## config.mk

```make
export PLATFORM = sky130hd
export DESIGN_NAME = k_nearest_point_selector_core
export DESIGN_NICKNAME = d
export VERILOG_FILES = /design/src/hdl/knps_pkg.sv /design/src/hdl/knps_front.sv /design/src/hdl/knps_fifo.sv /design/src/hdl/knps_back.sv /design/src/hdl/k_nearest_point_selector_core.sv
export SDC_FILE = /design/constraint.sdc
export NUM_CORES = 2
export LEC_CHECK = 0
export ABC_CLOCK_PERIOD_IN_PS = 9100
export BUFFER_PORTS_ARGS = -buffer_cell sky130_fd_sc_hd__buf_2
export CAP_MARGIN = 20
export CORE_MARGIN = 3
export CORE_UTILIZATION = 40
export CTS_CLUSTER_SIZE = 12
export DETAILED_ROUTE_END_ITERATION = 16
export HOLD_SLACK_MARGIN = 0.05
export SLEW_MARGIN = 10
export SYNTH_ARGS = -nofsm -noshare
export SYNTH_HDL_FRONTEND = slang
export SYNTH_SLANG_ARGS = --single-unit
```

## constraint.sdc

```tcl
create_clock -name clk_i -period 9.1 [get_ports clk_i]
set_clock_uncertainty 0.2 [all_clocks]
set_input_delay 0.91 -clock clk_i [delete_from_list [all_inputs] [get_ports clk_i]]
set_output_delay 0.91 -clock clk_i [all_outputs]
set_load 0.01 [all_outputs]
```

## src/hdl/knps_pkg.sv

```systemverilog
// Shared types and constants for the k-nearest point selector.
// Item structs, command codes, register indexes and width helpers.
// No dependencies.
package knps_pkg;

  localparam int ID_W       = 16;
  localparam int COORD_W    = 16;
  localparam int DIST_OUT_W = 34;
  localparam int RANK_W     = 4;
  localparam int CMD_W      = 2;
  localparam int CFG_W      = 16;
  localparam int KEEP_W     = 5;
  localparam int REG_IDX_W  = 2;

  // Command codes
  localparam logic [CMD_W-1:0] CMD_CLEAR = 2'd0;
  localparam logic [CMD_W-1:0] CMD_OFFER = 2'd1;
  localparam logic [CMD_W-1:0] CMD_READ  = 2'd2;

  // Configuration register indexes
  localparam logic [REG_IDX_W-1:0] REG_QUERY_X    = 2'd0;
  localparam logic [REG_IDX_W-1:0] REG_QUERY_Y    = 2'd1;
  localparam logic [REG_IDX_W-1:0] REG_QUERY_Z    = 2'd2;
  localparam logic [REG_IDX_W-1:0] REG_KEEP_COUNT = 2'd3;

  localparam logic [KEEP_W-1:0] KEEP_COUNT_RESET = 5'd4;

  typedef struct packed {
    logic [CMD_W-1:0]          command;
    logic [ID_W-1:0]           point_id;
    logic signed [COORD_W-1:0] point_x;
    logic signed [COORD_W-1:0] point_y;
    logic signed [COORD_W-1:0] point_z;
  } in_item_t;

  typedef struct packed {
    logic [RANK_W-1:0]     rank;
    logic [ID_W-1:0]       result_id;
    logic [DIST_OUT_W-1:0] distance_sq;
    logic                  found;
    logic                  last;
  } out_item_t;

  // Width of one per-axis distance magnitude
  function automatic int mag_width(input int coord_bits);
    return ((coord_bits > COORD_W) ? coord_bits : COORD_W) + 1;
  endfunction

  // Width of an exact squared distance (sum of three squares)
  function automatic int dist_width(input int coord_bits);
    return 2 * mag_width(coord_bits) + 2;
  endfunction

endpackage

```

## src/hdl/knps_front.sv

```systemverilog
// Front end of the k-nearest point selector: accepts items, drops unknown
// commands and computes the squared distance in a three-stage pipeline.
// Depends on knps_pkg.
module knps_front import knps_pkg::*; #(
  parameter int COORD_BITS = 16,
  parameter int QDEPTH     = 8
) (
  input  logic                             clk_i,
  input  logic                             rst_ni,
  input  logic                             in_valid_i,
  input  in_item_t                         in_item_i,
  output logic                             in_ready_o,
  input  logic signed [COORD_W-1:0]        query_x_i,
  input  logic signed [COORD_W-1:0]        query_y_i,
  input  logic signed [COORD_W-1:0]        query_z_i,
  input  logic [$clog2(QDEPTH+1)-1:0]      q_count_i,
  output logic                             push_o,
  output logic [CMD_W-1:0]                 push_cmd_o,
  output logic [ID_W-1:0]                  push_id_o,
  output logic [dist_width(COORD_BITS)-1:0] push_dist_o
);

  localparam int MW  = mag_width(COORD_BITS);
  localparam int DFW = MW + 1;
  localparam int SQW = 2 * MW;
  localparam int DW  = dist_width(COORD_BITS);
  localparam int RAWW = 24;
  localparam int CRW = $clog2(QDEPTH + 4);

  // Absolute difference of one axis, coordinate taken as COORD_BITS wide
  function automatic logic [MW-1:0] abs_diff(input logic [COORD_W-1:0] p,
                                             input logic signed [COORD_W-1:0] q);
    logic [RAWW-1:0]        raw;
    logic signed [MW-1:0]   pe;
    logic signed [DFW-1:0]  d;
    raw = RAWW'(p);
    pe  = MW'(signed'(raw[COORD_BITS-1:0]));
    d   = DFW'(pe) - DFW'(q);
    return d[DFW-1] ? MW'(-d) : MW'(d);
  endfunction

  logic                 acc;
  logic [CRW-1:0]       occupancy;

  logic                 s1_v_q, s2_v_q, s3_v_q;
  logic [CMD_W-1:0]     s1_cmd_q, s2_cmd_q, s3_cmd_q;
  logic [ID_W-1:0]      s1_id_q, s2_id_q, s3_id_q;
  logic [MW-1:0]        s1_mx_q, s1_my_q, s1_mz_q;
  logic [SQW-1:0]       s2_sx_q, s2_sy_q, s2_sz_q;
  logic [DW-1:0]        s3_dist_q;

  // Reserve a queue slot for every item in flight
  assign occupancy = CRW'(q_count_i) + CRW'(s1_v_q) + CRW'(s2_v_q) + CRW'(s3_v_q);
  assign in_ready_o = occupancy < CRW'(QDEPTH);
  assign acc = in_valid_i && in_ready_o;

  // Advance stage valids; drop commands without meaning
  always_ff @(posedge clk_i or negedge rst_ni) begin
    if (!rst_ni) begin
      s1_v_q <= 1'b0;
      s2_v_q <= 1'b0;
      s3_v_q <= 1'b0;
    end else begin
      s1_v_q <= acc && (in_item_i.command inside {CMD_CLEAR, CMD_OFFER, CMD_READ});
      s2_v_q <= s1_v_q;
      s3_v_q <= s2_v_q;
    end
  end

  // Distance datapath: differences, squares, sum
  always_ff @(posedge clk_i) begin
    s1_cmd_q <= in_item_i.command;
    s1_id_q  <= in_item_i.point_id;
    s1_mx_q  <= abs_diff(in_item_i.point_x, query_x_i);
    s1_my_q  <= abs_diff(in_item_i.point_y, query_y_i);
    s1_mz_q  <= abs_diff(in_item_i.point_z, query_z_i);

    s2_cmd_q <= s1_cmd_q;
    s2_id_q  <= s1_id_q;
    s2_sx_q  <= s1_mx_q * s1_mx_q;
    s2_sy_q  <= s1_my_q * s1_my_q;
    s2_sz_q  <= s1_mz_q * s1_mz_q;

    s3_cmd_q  <= s2_cmd_q;
    s3_id_q   <= s2_id_q;
    s3_dist_q <= DW'(s2_sx_q) + DW'(s2_sy_q) + DW'(s2_sz_q);
  end

  assign push_o      = s3_v_q;
  assign push_cmd_o  = s3_cmd_q;
  assign push_id_o   = s3_id_q;
  assign push_dist_o = s3_dist_q;

endmodule

```

## src/hdl/knps_fifo.sv

```systemverilog
// Short queue between the front and back of the k-nearest point selector.
// Generic width and depth; no dependencies beyond knps_pkg.
module knps_fifo import knps_pkg::*; #(
  parameter int WIDTH = 8,
  parameter int DEPTH = 8
) (
  input  logic                         clk_i,
  input  logic                         rst_ni,
  input  logic                         push_i,
  input  logic [WIDTH-1:0]             data_i,
  input  logic                         pop_i,
  output logic [WIDTH-1:0]             data_o,
  output logic [$clog2(DEPTH+1)-1:0]   count_o
);

  localparam int PW = (DEPTH > 1) ? $clog2(DEPTH) : 1;
  localparam int CW = $clog2(DEPTH + 1);

  logic [WIDTH-1:0] mem_q [DEPTH];
  logic [PW-1:0]    wr_q, rd_q;
  logic [CW-1:0]    count_q;

  function automatic logic [PW-1:0] next_ptr(input logic [PW-1:0] p);
    return (p == PW'(DEPTH - 1)) ? '0 : PW'(p + 1'b1);
  endfunction

  // Move pointers and count
  always_ff @(posedge clk_i or negedge rst_ni) begin
    if (!rst_ni) begin
      wr_q    <= '0;
      rd_q    <= '0;
      count_q <= '0;
    end else begin
      if (push_i) begin
        wr_q <= next_ptr(wr_q);
      end
      if (pop_i) begin
        rd_q <= next_ptr(rd_q);
      end
      if (push_i && !pop_i) begin
        count_q <= count_q + 1'b1;
      end else if (!push_i && pop_i) begin
        count_q <= count_q - 1'b1;
      end
    end
  end

  // Store the pushed item
  always_ff @(posedge clk_i) begin
    if (push_i) begin
      mem_q[wr_q] <= data_i;
    end
  end

  assign data_o  = mem_q[rd_q];
  assign count_o = count_q;

endmodule

```

## src/hdl/knps_back.sv

```systemverilog
// Back end of the k-nearest point selector: holds the sorted list, runs
// clear, offer and readout, and drives the output register.
// Depends on knps_pkg.
module knps_back import knps_pkg::*; #(
  parameter int CAPACITY = 4,
  parameter int DW       = 36
) (
  input  logic              clk_i,
  input  logic              rst_ni,
  input  logic              head_valid_i,
  input  logic [CMD_W-1:0]  head_cmd_i,
  input  logic [ID_W-1:0]   head_id_i,
  input  logic [DW-1:0]     head_dist_i,
  output logic              pop_o,
  input  logic [KEEP_W-1:0] keep_count_i,
  output logic              out_valid_o,
  input  logic              out_ready_i,
  output out_item_t         out_item_o
);

  localparam int CNTW = $clog2(CAPACITY + 1);
  localparam int IDXW = (CAPACITY > 1) ? $clog2(CAPACITY) : 1;

  logic [ID_W-1:0] ids_q   [CAPACITY];
  logic [DW-1:0]   dists_q [CAPACITY];
  logic [CNTW-1:0] total_q, total_d;
  logic            reading_q, reading_d;
  logic [IDXW-1:0] rd_q, rd_d;
  logic            out_valid_q, out_valid_d;
  out_item_t       out_q, out_d;

  logic [CNTW-1:0] lim, lim_m1, n, m;
  logic            room, do_ins;
  logic [DW-1:0]   far_dist;
  logic            out_free, emit, offer;
  logic [IDXW-1:0] rd_idx;
  out_item_t       entry, empty_item;
  logic            entry_last;

  logic [CAPACITY-1:0] bigger, prev_bigger, take_new, take_prev;
  logic [ID_W-1:0]     prev_id   [CAPACITY];
  logic [DW-1:0]       prev_dist [CAPACITY];

  // Effective limit: keep count clamped to 1..CAPACITY
  always_comb begin
    if (keep_count_i == '0) begin
      lim = CNTW'(1);
    end else if (keep_count_i > KEEP_W'(CAPACITY)) begin
      lim = CNTW'(CAPACITY);
    end else begin
      lim = CNTW'(keep_count_i);
    end
  end

  assign lim_m1   = lim - 1'b1;
  assign room     = total_q < lim;
  assign n        = room ? total_q : lim;
  assign m        = room ? n : lim_m1;
  assign far_dist = dists_q[lim_m1[IDXW-1:0]];
  assign do_ins   = room || (head_dist_i < far_dist);

  // Per-slot compare and shift decision
  for (genvar g = 0; g < CAPACITY; g++) begin : g_slot
    logic in_list, at_or_below, keep_slot;
    assign in_list     = CNTW'(g) < m;
    assign at_or_below = CNTW'(g) <= m;
    assign bigger[g]   = in_list && (dists_q[g] > head_dist_i);
    assign keep_slot   = in_list && !bigger[g];
    if (g == 0) begin : g_first
      assign prev_bigger[g] = 1'b0;
      assign prev_id[g]     = '0;
      assign prev_dist[g]   = '0;
    end else begin : g_rest
      assign prev_bigger[g] = bigger[g-1];
      assign prev_id[g]     = ids_q[g-1];
      assign prev_dist[g]   = dists_q[g-1];
    end
    assign take_new[g]  = at_or_below && !keep_slot && !prev_bigger[g];
    assign take_prev[g] = at_or_below && !keep_slot && prev_bigger[g];
  end

  // Readout entry at the current rank
  assign rd_idx     = reading_q ? rd_q : '0;
  assign entry_last = (CNTW'(rd_idx) + CNTW'(1)) == n;
  always_comb begin
    entry.rank        = RANK_W'(rd_idx);
    entry.result_id   = ids_q[rd_idx];
    entry.distance_sq = DIST_OUT_W'(dists_q[rd_idx]);
    entry.found       = 1'b1;
    entry.last        = entry_last;
    empty_item        = '0;
    empty_item.last   = 1'b1;
  end

  // Sequence commands from the queue head
  always_comb begin
    out_free    = !out_valid_q || out_ready_i;
    emit        = 1'b0;
    offer       = 1'b0;
    pop_o       = 1'b0;
    out_d       = out_q;
    out_valid_d = out_valid_q;
    total_d     = total_q;
    reading_d   = reading_q;
    rd_d        = rd_q;

    if (reading_q) begin
      if (out_free) begin
        emit  = 1'b1;
        out_d = entry;
        if (entry_last) begin
          reading_d = 1'b0;
        end else begin
          rd_d = IDXW'(rd_q + 1'b1);
        end
      end
    end else if (head_valid_i) begin
      case (head_cmd_i)
        CMD_CLEAR: begin
          pop_o   = 1'b1;
          total_d = '0;
        end
        CMD_OFFER: begin
          pop_o   = 1'b1;
          offer   = 1'b1;
          total_d = room ? CNTW'(n + 1'b1) : lim;
        end
        CMD_READ: begin
          if (out_free) begin
            pop_o = 1'b1;
            emit  = 1'b1;
            if (n == '0) begin
              out_d = empty_item;
            end else begin
              out_d = entry;
              if (!entry_last) begin
                reading_d = 1'b1;
                rd_d      = IDXW'(1);
              end
            end
          end
        end
        default: begin
          pop_o = 1'b1;
        end
      endcase
    end

    // Load or drain the output register
    if (emit) begin
      out_valid_d = 1'b1;
    end else if (out_ready_i) begin
      out_valid_d = 1'b0;
    end
  end

  // Hold control state
  always_ff @(posedge clk_i or negedge rst_ni) begin
    if (!rst_ni) begin
      total_q     <= '0;
      reading_q   <= 1'b0;
      rd_q        <= '0;
      out_valid_q <= 1'b0;
    end else begin
      total_q     <= total_d;
      reading_q   <= reading_d;
      rd_q        <= rd_d;
      out_valid_q <= out_valid_d;
    end
  end

  // Insert the offered point and shift farther entries down
  always_ff @(posedge clk_i) begin
    out_q <= out_d;
    if (offer && do_ins) begin
      for (int i = 0; i < CAPACITY; i++) begin
        if (take_new[i]) begin
          ids_q[i]   <= head_id_i;
          dists_q[i] <= head_dist_i;
        end else if (take_prev[i]) begin
          ids_q[i]   <= prev_id[i];
          dists_q[i] <= prev_dist[i];
        end
      end
    end
  end

  assign out_valid_o = out_valid_q;
  assign out_item_o  = out_q;

endmodule

```

## src/hdl/k_nearest_point_selector_core.sv

```systemverilog
// Streaming k-nearest point selector: keeps the CAPACITY (or keep_count)
// points closest to the query position, sorted by squared distance.
// Clear and offer commands are taken one per clock while no readout is in
// progress; a readout emits one result per kept point (one when the list is
// empty) from the single output register, one result per cycle while the
// output is ready. An offered point passes a three-stage distance pipeline
// (difference, square, sum) and an eight-entry queue before the list, where a
// parallel compare and shift inserts it, so a readout sees every earlier
// offer. Depends on knps_pkg, knps_front, knps_fifo and knps_back.
module k_nearest_point_selector_core import knps_pkg::*; #(
  parameter int CAPACITY   = 4,
  parameter int COORD_BITS = 16
) (
  input  logic                 clk_i,
  input  logic                 rst_ni,
  input  logic                 in_valid_i,
  output logic                 in_ready_o,
  input  in_item_t             in_item_i,
  output logic                 out_valid_o,
  input  logic                 out_ready_i,
  output out_item_t            out_item_o,
  input  logic                 cfg_we_i,
  input  logic [REG_IDX_W-1:0] cfg_idx_i,
  input  logic [CFG_W-1:0]     cfg_wdata_i
);

  localparam int DW     = dist_width(COORD_BITS);
  localparam int QDEPTH = 8;
  localparam int QW     = CMD_W + ID_W + DW;
  localparam int QCW    = $clog2(QDEPTH + 1);

  logic signed [COORD_W-1:0] query_x_q, query_y_q, query_z_q;
  logic [KEEP_W-1:0]         keep_count_q;

  logic             push, pop;
  logic [CMD_W-1:0] push_cmd, head_cmd;
  logic [ID_W-1:0]  push_id, head_id;
  logic [DW-1:0]    push_dist, head_dist;
  logic [QW-1:0]    head_data;
  logic [QCW-1:0]   q_count;

  // Configuration registers
  always_ff @(posedge clk_i or negedge rst_ni) begin
    if (!rst_ni) begin
      query_x_q    <= '0;
      query_y_q    <= '0;
      query_z_q    <= '0;
      keep_count_q <= KEEP_COUNT_RESET;
    end else if (cfg_we_i) begin
      case (cfg_idx_i)
        REG_QUERY_X:    query_x_q    <= signed'(cfg_wdata_i);
        REG_QUERY_Y:    query_y_q    <= signed'(cfg_wdata_i);
        REG_QUERY_Z:    query_z_q    <= signed'(cfg_wdata_i);
        REG_KEEP_COUNT: keep_count_q <= cfg_wdata_i[KEEP_W-1:0];
        default: ;
      endcase
    end
  end

  knps_front #(
    .COORD_BITS(COORD_BITS),
    .QDEPTH    (QDEPTH)
  ) u_front (
    .clk_i      (clk_i),
    .rst_ni     (rst_ni),
    .in_valid_i (in_valid_i),
    .in_item_i  (in_item_i),
    .in_ready_o (in_ready_o),
    .query_x_i  (query_x_q),
    .query_y_i  (query_y_q),
    .query_z_i  (query_z_q),
    .q_count_i  (q_count),
    .push_o     (push),
    .push_cmd_o (push_cmd),
    .push_id_o  (push_id),
    .push_dist_o(push_dist)
  );

  knps_fifo #(
    .WIDTH(QW),
    .DEPTH(QDEPTH)
  ) u_queue (
    .clk_i  (clk_i),
    .rst_ni (rst_ni),
    .push_i (push),
    .data_i ({push_cmd, push_id, push_dist}),
    .pop_i  (pop),
    .data_o (head_data),
    .count_o(q_count)
  );

  assign {head_cmd, head_id, head_dist} = head_data;

  knps_back #(
    .CAPACITY(CAPACITY),
    .DW      (DW)
  ) u_back (
    .clk_i       (clk_i),
    .rst_ni      (rst_ni),
    .head_valid_i(q_count != '0),
    .head_cmd_i  (head_cmd),
    .head_id_i   (head_id),
    .head_dist_i (head_dist),
    .pop_o       (pop),
    .keep_count_i(keep_count_q),
    .out_valid_o (out_valid_o),
    .out_ready_i (out_ready_i),
    .out_item_o  (out_item_o)
  );

endmodule

```

* Word level (Yosys, flattened, before mapping)
Memory sizes are Yosys's and may differ from the RTL's.
Index checks and enable logic that the tools add are counted.
** Storage, ports and cells
- Register bits after elaboration :: 372
- RAM bits :: 640
- Input bits :: 89
- Output and inout bits :: 58
- Word-level logic and storage cells :: 229
- Memories :: 3
** Operators by class
- $add $sub $neg :: 19
- Multiply operators :: 3
- Magnitude comparators :: 16
- Equality and inequality tests :: 15
- Mux-type cells :: 79
- Bitwise gates (word level) :: 7
- Reduce and logical (&&, ||, !) cells :: 55
** Memories
- u_queue.mem_q :: depth 8, bits a word 54, read ports 1, clocked after Yosys merged registers in 0, write ports 1, RTL line knps_fifo.sv:19 : logic [WIDTH-1:0] mem_q [DEPTH];
- u_back.dists_q :: depth 4, bits a word 36, read ports 6, clocked after Yosys merged registers in 0, write ports 4, RTL line knps_back.sv:25 : logic [DW-1:0] dists_q [CAPACITY];
- u_back.ids_q :: depth 4, bits a word 16, read ports 4, clocked after Yosys merged registers in 0, write ports 4, RTL line knps_back.sv:24 : logic [ID_W-1:0] ids_q [CAPACITY];
** Operator list (count)
- $mux 56 :: 5
- $gt 36x36->1 :: 4
- $mux 36 :: 3
- $mul 17x17->34 :: 3
- $mux 54 :: 1
- $mux 17 :: 3
- $neg 17->17 :: 3
- $sub 16x16->17 :: 3
- $mux 16 :: 3
- $mux 1 :: 45
- $add 36x34->36 :: 1
- $lt 36x36->1 :: 1
- $add 34x34->35 :: 1
- $logic_and 1x1->1 :: 23
- $mux 3 :: 7
- $mux 2 :: 9
- $add 4x1->4 :: 3
- $logic_not 1->1 :: 11
- $reduce_bool 2->1 :: 5
- $add 3x1->3 const B :: 3
- $eq 2x2->1 const B :: 4
- $mux 4 :: 2
- $ne 2x2->1 const B :: 4
- $reduce_and 2->1 :: 4
- 28 further kinds :: 43

* Longest topological paths before layout
- Depth after elaboration :: 18
- Mapped depth :: 27
- Gate-level depth less buffers :: 25

* Modules after synthesis
Synthesis repeated with hierarchy kept, for this count alone.
** Unflattened totals
- Cell total of the unflattened synthesis :: 5947
- Area total of the unflattened synthesis :: 71449.8 µm²
** Modules (own cells, without submodules)
- knps_front :: instances 1, cells an instance 3790, area an instance 35069.9 µm², seq. area each 4879.7 µm²
- knps_back :: instances 1, cells an instance 1357, area an instance 17536.8 µm², seq. area each 8042.7 µm²
- knps_fifo :: instances 1, cells an instance 686, area an instance 16832.4 µm², seq. area each 13222.7 µm²
- k_nearest_point_selector_core :: instances 1, cells an instance 114, area an instance 2010.7 µm², seq. area each 1327.5 µm²

* Least setup slack after synthesis
Ideal clock, no wire load.
- Path type :: reg2reg
- Start :: register keep_count_q[4]
- End :: memory u_back.ids_q[3][10], data pin
- Library setup time :: 0.260 ns
- Data arrival time :: 9.472 ns
- Data required time :: 8.640 ns
- Path slack :: -0.832 ns
- Stages on the path, launching flop included :: 23
- Path buffers :: 4
- Clock period less this slack :: 9.932 ns
- Cell sequence :: dfrtp_1 > nor3_2 > inv_1 > nor2_1 > buf_1 > inv_1 > ha_1 > buf_1 > clkbuf_1 > mux4_2 > inv_1 > ha_1 > a21o_1 > a21o_1 > a21oi_1 > o21ai_0 > nor4b_1 > a31oi_1 > a2bb2oi_1 > a211oi_1 > nand2_1 > buf_1 > mux2_2
** RTL lines
- start, declared :: RTL line k_nearest_point_selector_core.sv:33 : logic [KEEP_W-1:0] keep_count_q;
- start signal, assigned :: RTL line k_nearest_point_selector_core.sv:54 : REG_KEEP_COUNT: keep_count_q <= cfg_wdata_i[KEEP_W-1:0];
- end, declared :: RTL line knps_back.sv:24

* Final worst setup path
- Start :: register u_front.s1_mz_q[5]
- End :: register u_front.s2_sz_q[33]
** Between the ends
- Longest elaborated chain between the ends :: 1
** Ends and longest elaborated chain
- start, declared :: RTL line knps_front.sv:48 : logic [MW-1:0] s1_mx_q, s1_my_q, s1_mz_q;
- start signal, assigned :: RTL line knps_front.sv:76 : s1_mz_q <= abs_diff(in_item_i.point_z, query_z_i);
- $mul 17x17->34 :: RTL line knps_front.sv:82 : s2_sz_q <= s1_mz_q * s1_mz_q;
- end signal, assigned :: RTL line knps_front.sv:82
- end, declared :: RTL line knps_front.sv:49 : logic [SQW-1:0] s2_sx_q, s2_sy_q, s2_sz_q;
Every way passes these cells.
A chain may end at the register's enable or synchronous reset.

==> reports/qor.csv <==
stage,metric,value,unit
sta,fmax,136,MHz
worst_hold_path,min_path_type,reg2reg,
synthesis,synth-edff-count,694,
clock_network,cts_setup_buffers,0,
synthesis,synthAdderAreaFrac,0.273,
synthesis,yosysMostFrequentCell,inv_1,
floorplan,core_area,0.177,mm2
synthesis,synth_flop_cell,edfxtp_1,
floorplan,rows,154,
setup_path,critical_path.most_common_cell,fa_1,
sta,setup_viol,0,
synthesis,ys_seq_area_frac,0.385,
cells_and_area,drive_gt1_frac,0.127,
outcome,outcome,finished clean,
setup_path,crit_start,u_front.s1_mz_q[5]$_DFF_P_,
sta,finalMaxSlewViolations,0,
cells_and_area,nNetsFinal,7500,
clock_network,clk_latency,0.74,ns
detailed_routing,dr_total_vias,44700,
synthesis,synth_simple_gate_area_frac,0.0734,
setup_path,cp_slowest_cell,dfxtp_1,
setup_path,reg2reg_from,u_front.s1_mz_q[5]$_DFF_P_,
synthesis,yosys_warnings,0,
clock_network,htreeDepth,3,
global_route,grt_pass1_wl,263000,um
synthesis,synthArstFlopShare,0.0725,
clock_network,cts_tree,done,
synthesis,ys_ff_latch,1007,
sta,rsz0062_at_grt,false,
synthesis,synth_area,0.0714,mm2
global_route,overflow,0,
global_route,grt_pass1_vias,47000,
clock_network,numCtsBuffers,106,
floorplan,ioPinCount,147,
synthesis,synthMuxAreaShare,0.0961,
global_route,grt_antenna_before_repair,10,
global_route,grt_usage,0.180,
floorplan,die_area,0.184,mm2
clock_network,ctsResizeCount,0,
setup_path,start_kind,register,
place,post-place-cells,8410,
setup_path,arrival,7.74,ns
clock_network,clock-sinks,1007,
clock_network,ctsLongestPathBuffers,3,
worst_hold_path,hold_path_depth,0,
synthesis,synthXorXnorAreaFrac,0.0313,
global_route,grt_start_max_net_pins,58,
detailed_routing,drt-pass1-iter-count,5,
sta,period_needed,7.34,ns
cells_and_area,area_delta_synth_final,10.2,%
floorplan,chipHeight,429,um
synthesis,synthCells,6043,
synthesis,synth_top_family_by_area,adder cells,
setup_path,endpoint_kind,register,
worst_hold_path,hold_path.startpoint,u_front.s2_id_q[10]$_DFF_P_,
sta,relSlewSlack,0.328,
detailed_routing,antenna_left,0,
synthesis,ys_top_cells_by_count,"inv_1, edfxtp_1, ha_1, fa_1, nand2_1",
setup_path,cp.required,9.50,ns
synthesis,synth.area.top_cells,"edfxtp_1, fa_1, ha_1",
setup_path,cpPeakStageDelay,0.90,ns
synthesis,synth_compound_area_frac,0.0764,
sta,final.period_utilization,0.806,
cells_and_area,final_cells,8630,
detailed_routing,wirelength,165000,um
run,drv_cap,0,
detailed_routing,drt-wirelength-per-cell,19.1,um
synthesis,avgSynthCellArea,11.8,um2
sta,worst_pin_slew,1.01,ns
setup_path,crit_chain,and2_1 > fa_1 > inv_1 > fa_1 > fa_1 > inv_1 > fa_1 > fa_1 > inv_1 > fa_1 > inv_1 > ha_1 > a21o_1 > a21o_1 > a21oi_1 > o211ai_1 > a311oi_1 > o2111ai_1 > a41o_1 > a21o_1 > a21oi_1 > xnor2_1,
clock_network,ctsHoldBuffers,18,
setup_path,criticalPathCategory,reg2reg,
floorplan,die-width,429,um
detailed_routing,routed_via_density,5.18,
setup_path,crit_fanout,18,
clock_network,cts-root-buf,clkbuf_16,
synthesis,yosysTopAreaCellShare,0.292,
sta,fin_tns_setup,0,ns
detailed_routing,drc_errors,0,
place,gp_congestion,0.860,
place,dp_hpwl,120000,um
synthesis,yosysTopAreaCell,edfxtp_1,
setup_path,reg2regPathDepth,22,
synthesis,synth.distinct_cells,84,
floorplan,start_util,0.404,
sta,final_hold_viol_count,0,
clock_network,cts.clk_slew.worst_paths,0.06,ns
detailed_routing,first_iter_violations,2855,
place,port-buffer-count,144,
-- worst max-delay path: cells and delay by family (launching register included) --
| family | cells | cell delay (ns) |
|---|---|---|
| flip-flops | 1 | 0.90 |
| AND/OR/NAND/NOR | 1 | 0.30 |
| buffers and inverters | 4 | 0.23 |
| adder cells (fa/ha/maj) | 7 | 3.18 |
| XOR/XNOR | 1 | 0.13 |
| AO/OA/AOI/OAI | 9 | 2.32 |
-- per-stage QoR --
step,area [um2],utilization,hold WS [ns],setup slack [ns]
floorplan,71400,-,0.110,1.23
global placement,75000,0.424,0.111,1.91
global route,78700,0.445,0.0668,1.36
detailed placement,75000,0.424,0.112,1.86
finish,78700,0.445,0.117,1.76
CTS,78600,0.445,0.0581,1.82
-- cell type report --
cell class,count,area (um2)
fill,16200,98200
multi-input combinational,3818,39500
sequential,1007,27500
inverter,1045,3920
clock buffer,165,3020
tap,2340,2930
timing repair buffer,220,1380
clock inverter,32,492
antenna,3,7.51
-- logic make-up (layout without fill, tap and decap cells) --
| group | after synthesis | in the layout |
|---|---|---|
| AOI/OAI and AO/OA | 832 | 832 |
| xor gates and xnor gates | 255 | 255 |
| adders and majority gates | 1213 | 1213 |
| buffers and inverters | 1219 | 1462 |
| DFF | 1007 | 1007 |
| muxes | 455 | 455 |
| other | 1 | 5 |
| and+or+nand+nor | 1061 | 1061 |
-- state kept, by name (all words and copies together), names as in the netlist, 4 cells and up --
signal	count
u_front.s1_mx_q	17
u_back.out_item_o	54
u_front.s2_sy_q	33
u_front.s2_sz_q	33
u_front.s1_my_q	17
query_y_q	16
u_front.push_id_o	16
keep_count_q	5
u_queue.count_o	4
u_front.s1_id_q	16
u_front.s2_sx_q	33
u_queue.mem_q	432
query_z_q	16
u_back.dists_q	144
u_front.push_dist_o	36
u_front.s1_mz_q	17
query_x_q	16
u_front.s2_id_q	16
u_back.ids_q	64
-- per-layer routing --
layer	track usage	up-vias	routed length, um
li1	-	21000	-
met1	0.242	22500	73000
met2	0.311	971	81100
met3	0.0219	192	7180
met4	0.0389	0	3300
met5	0	-	0
-- layout by cell type (no fill, tap or decap), drive strengths merged, types with 23 or more instances in the layout --
master,netlist,layout
inv,1045,1046
edfxtp,694,694
ha,634,634
fa,579,579
nand2,364,364
mux2,253,253
dfxtp,240,240
a21oi,216,216
buf,28,202
xnor2,186,186
nor2,175,175
clkbuf,146,165
and2,163,163
a21o,147,147
mux4,144,144
o21ai,138,138
a211oi,121,121
and3,73,73
dfrtp,72,72
xor2,69,69
mux2i,58,58
nand4,50,50
nor2b,48,48
o21a,47,47
nor3,47,47
nand3,39,39
nand2b,36,36
a31oi,25,25
clkinv,0,23
-- path summary, 6_finish.rpt --
kind | slack (ns) | end
worst max-delay path | 1.76 | u_front.s2_sz_q[33]$_DFF_P_
max in group asynchronous | 7.17 | query_y_q[14]$_DFFE_PN0P_
worst min-delay path | 0.12 | u_front.push_id_o[10]$_DFF_P_
worst max register to register | 1.76 | u_front.s2_sz_q[33]$_DFF_P_
worst min register to register | 0.12 | u_front.push_id_o[10]$_DFF_P_
min in group asynchronous | 0.52 | u_queue.wr_q[1]$_DFFE_PN0P_
Power is left out: the tool's default activity adds up to more than one toggle a clock period on the data nets, which glitch-free logic cannot reach.
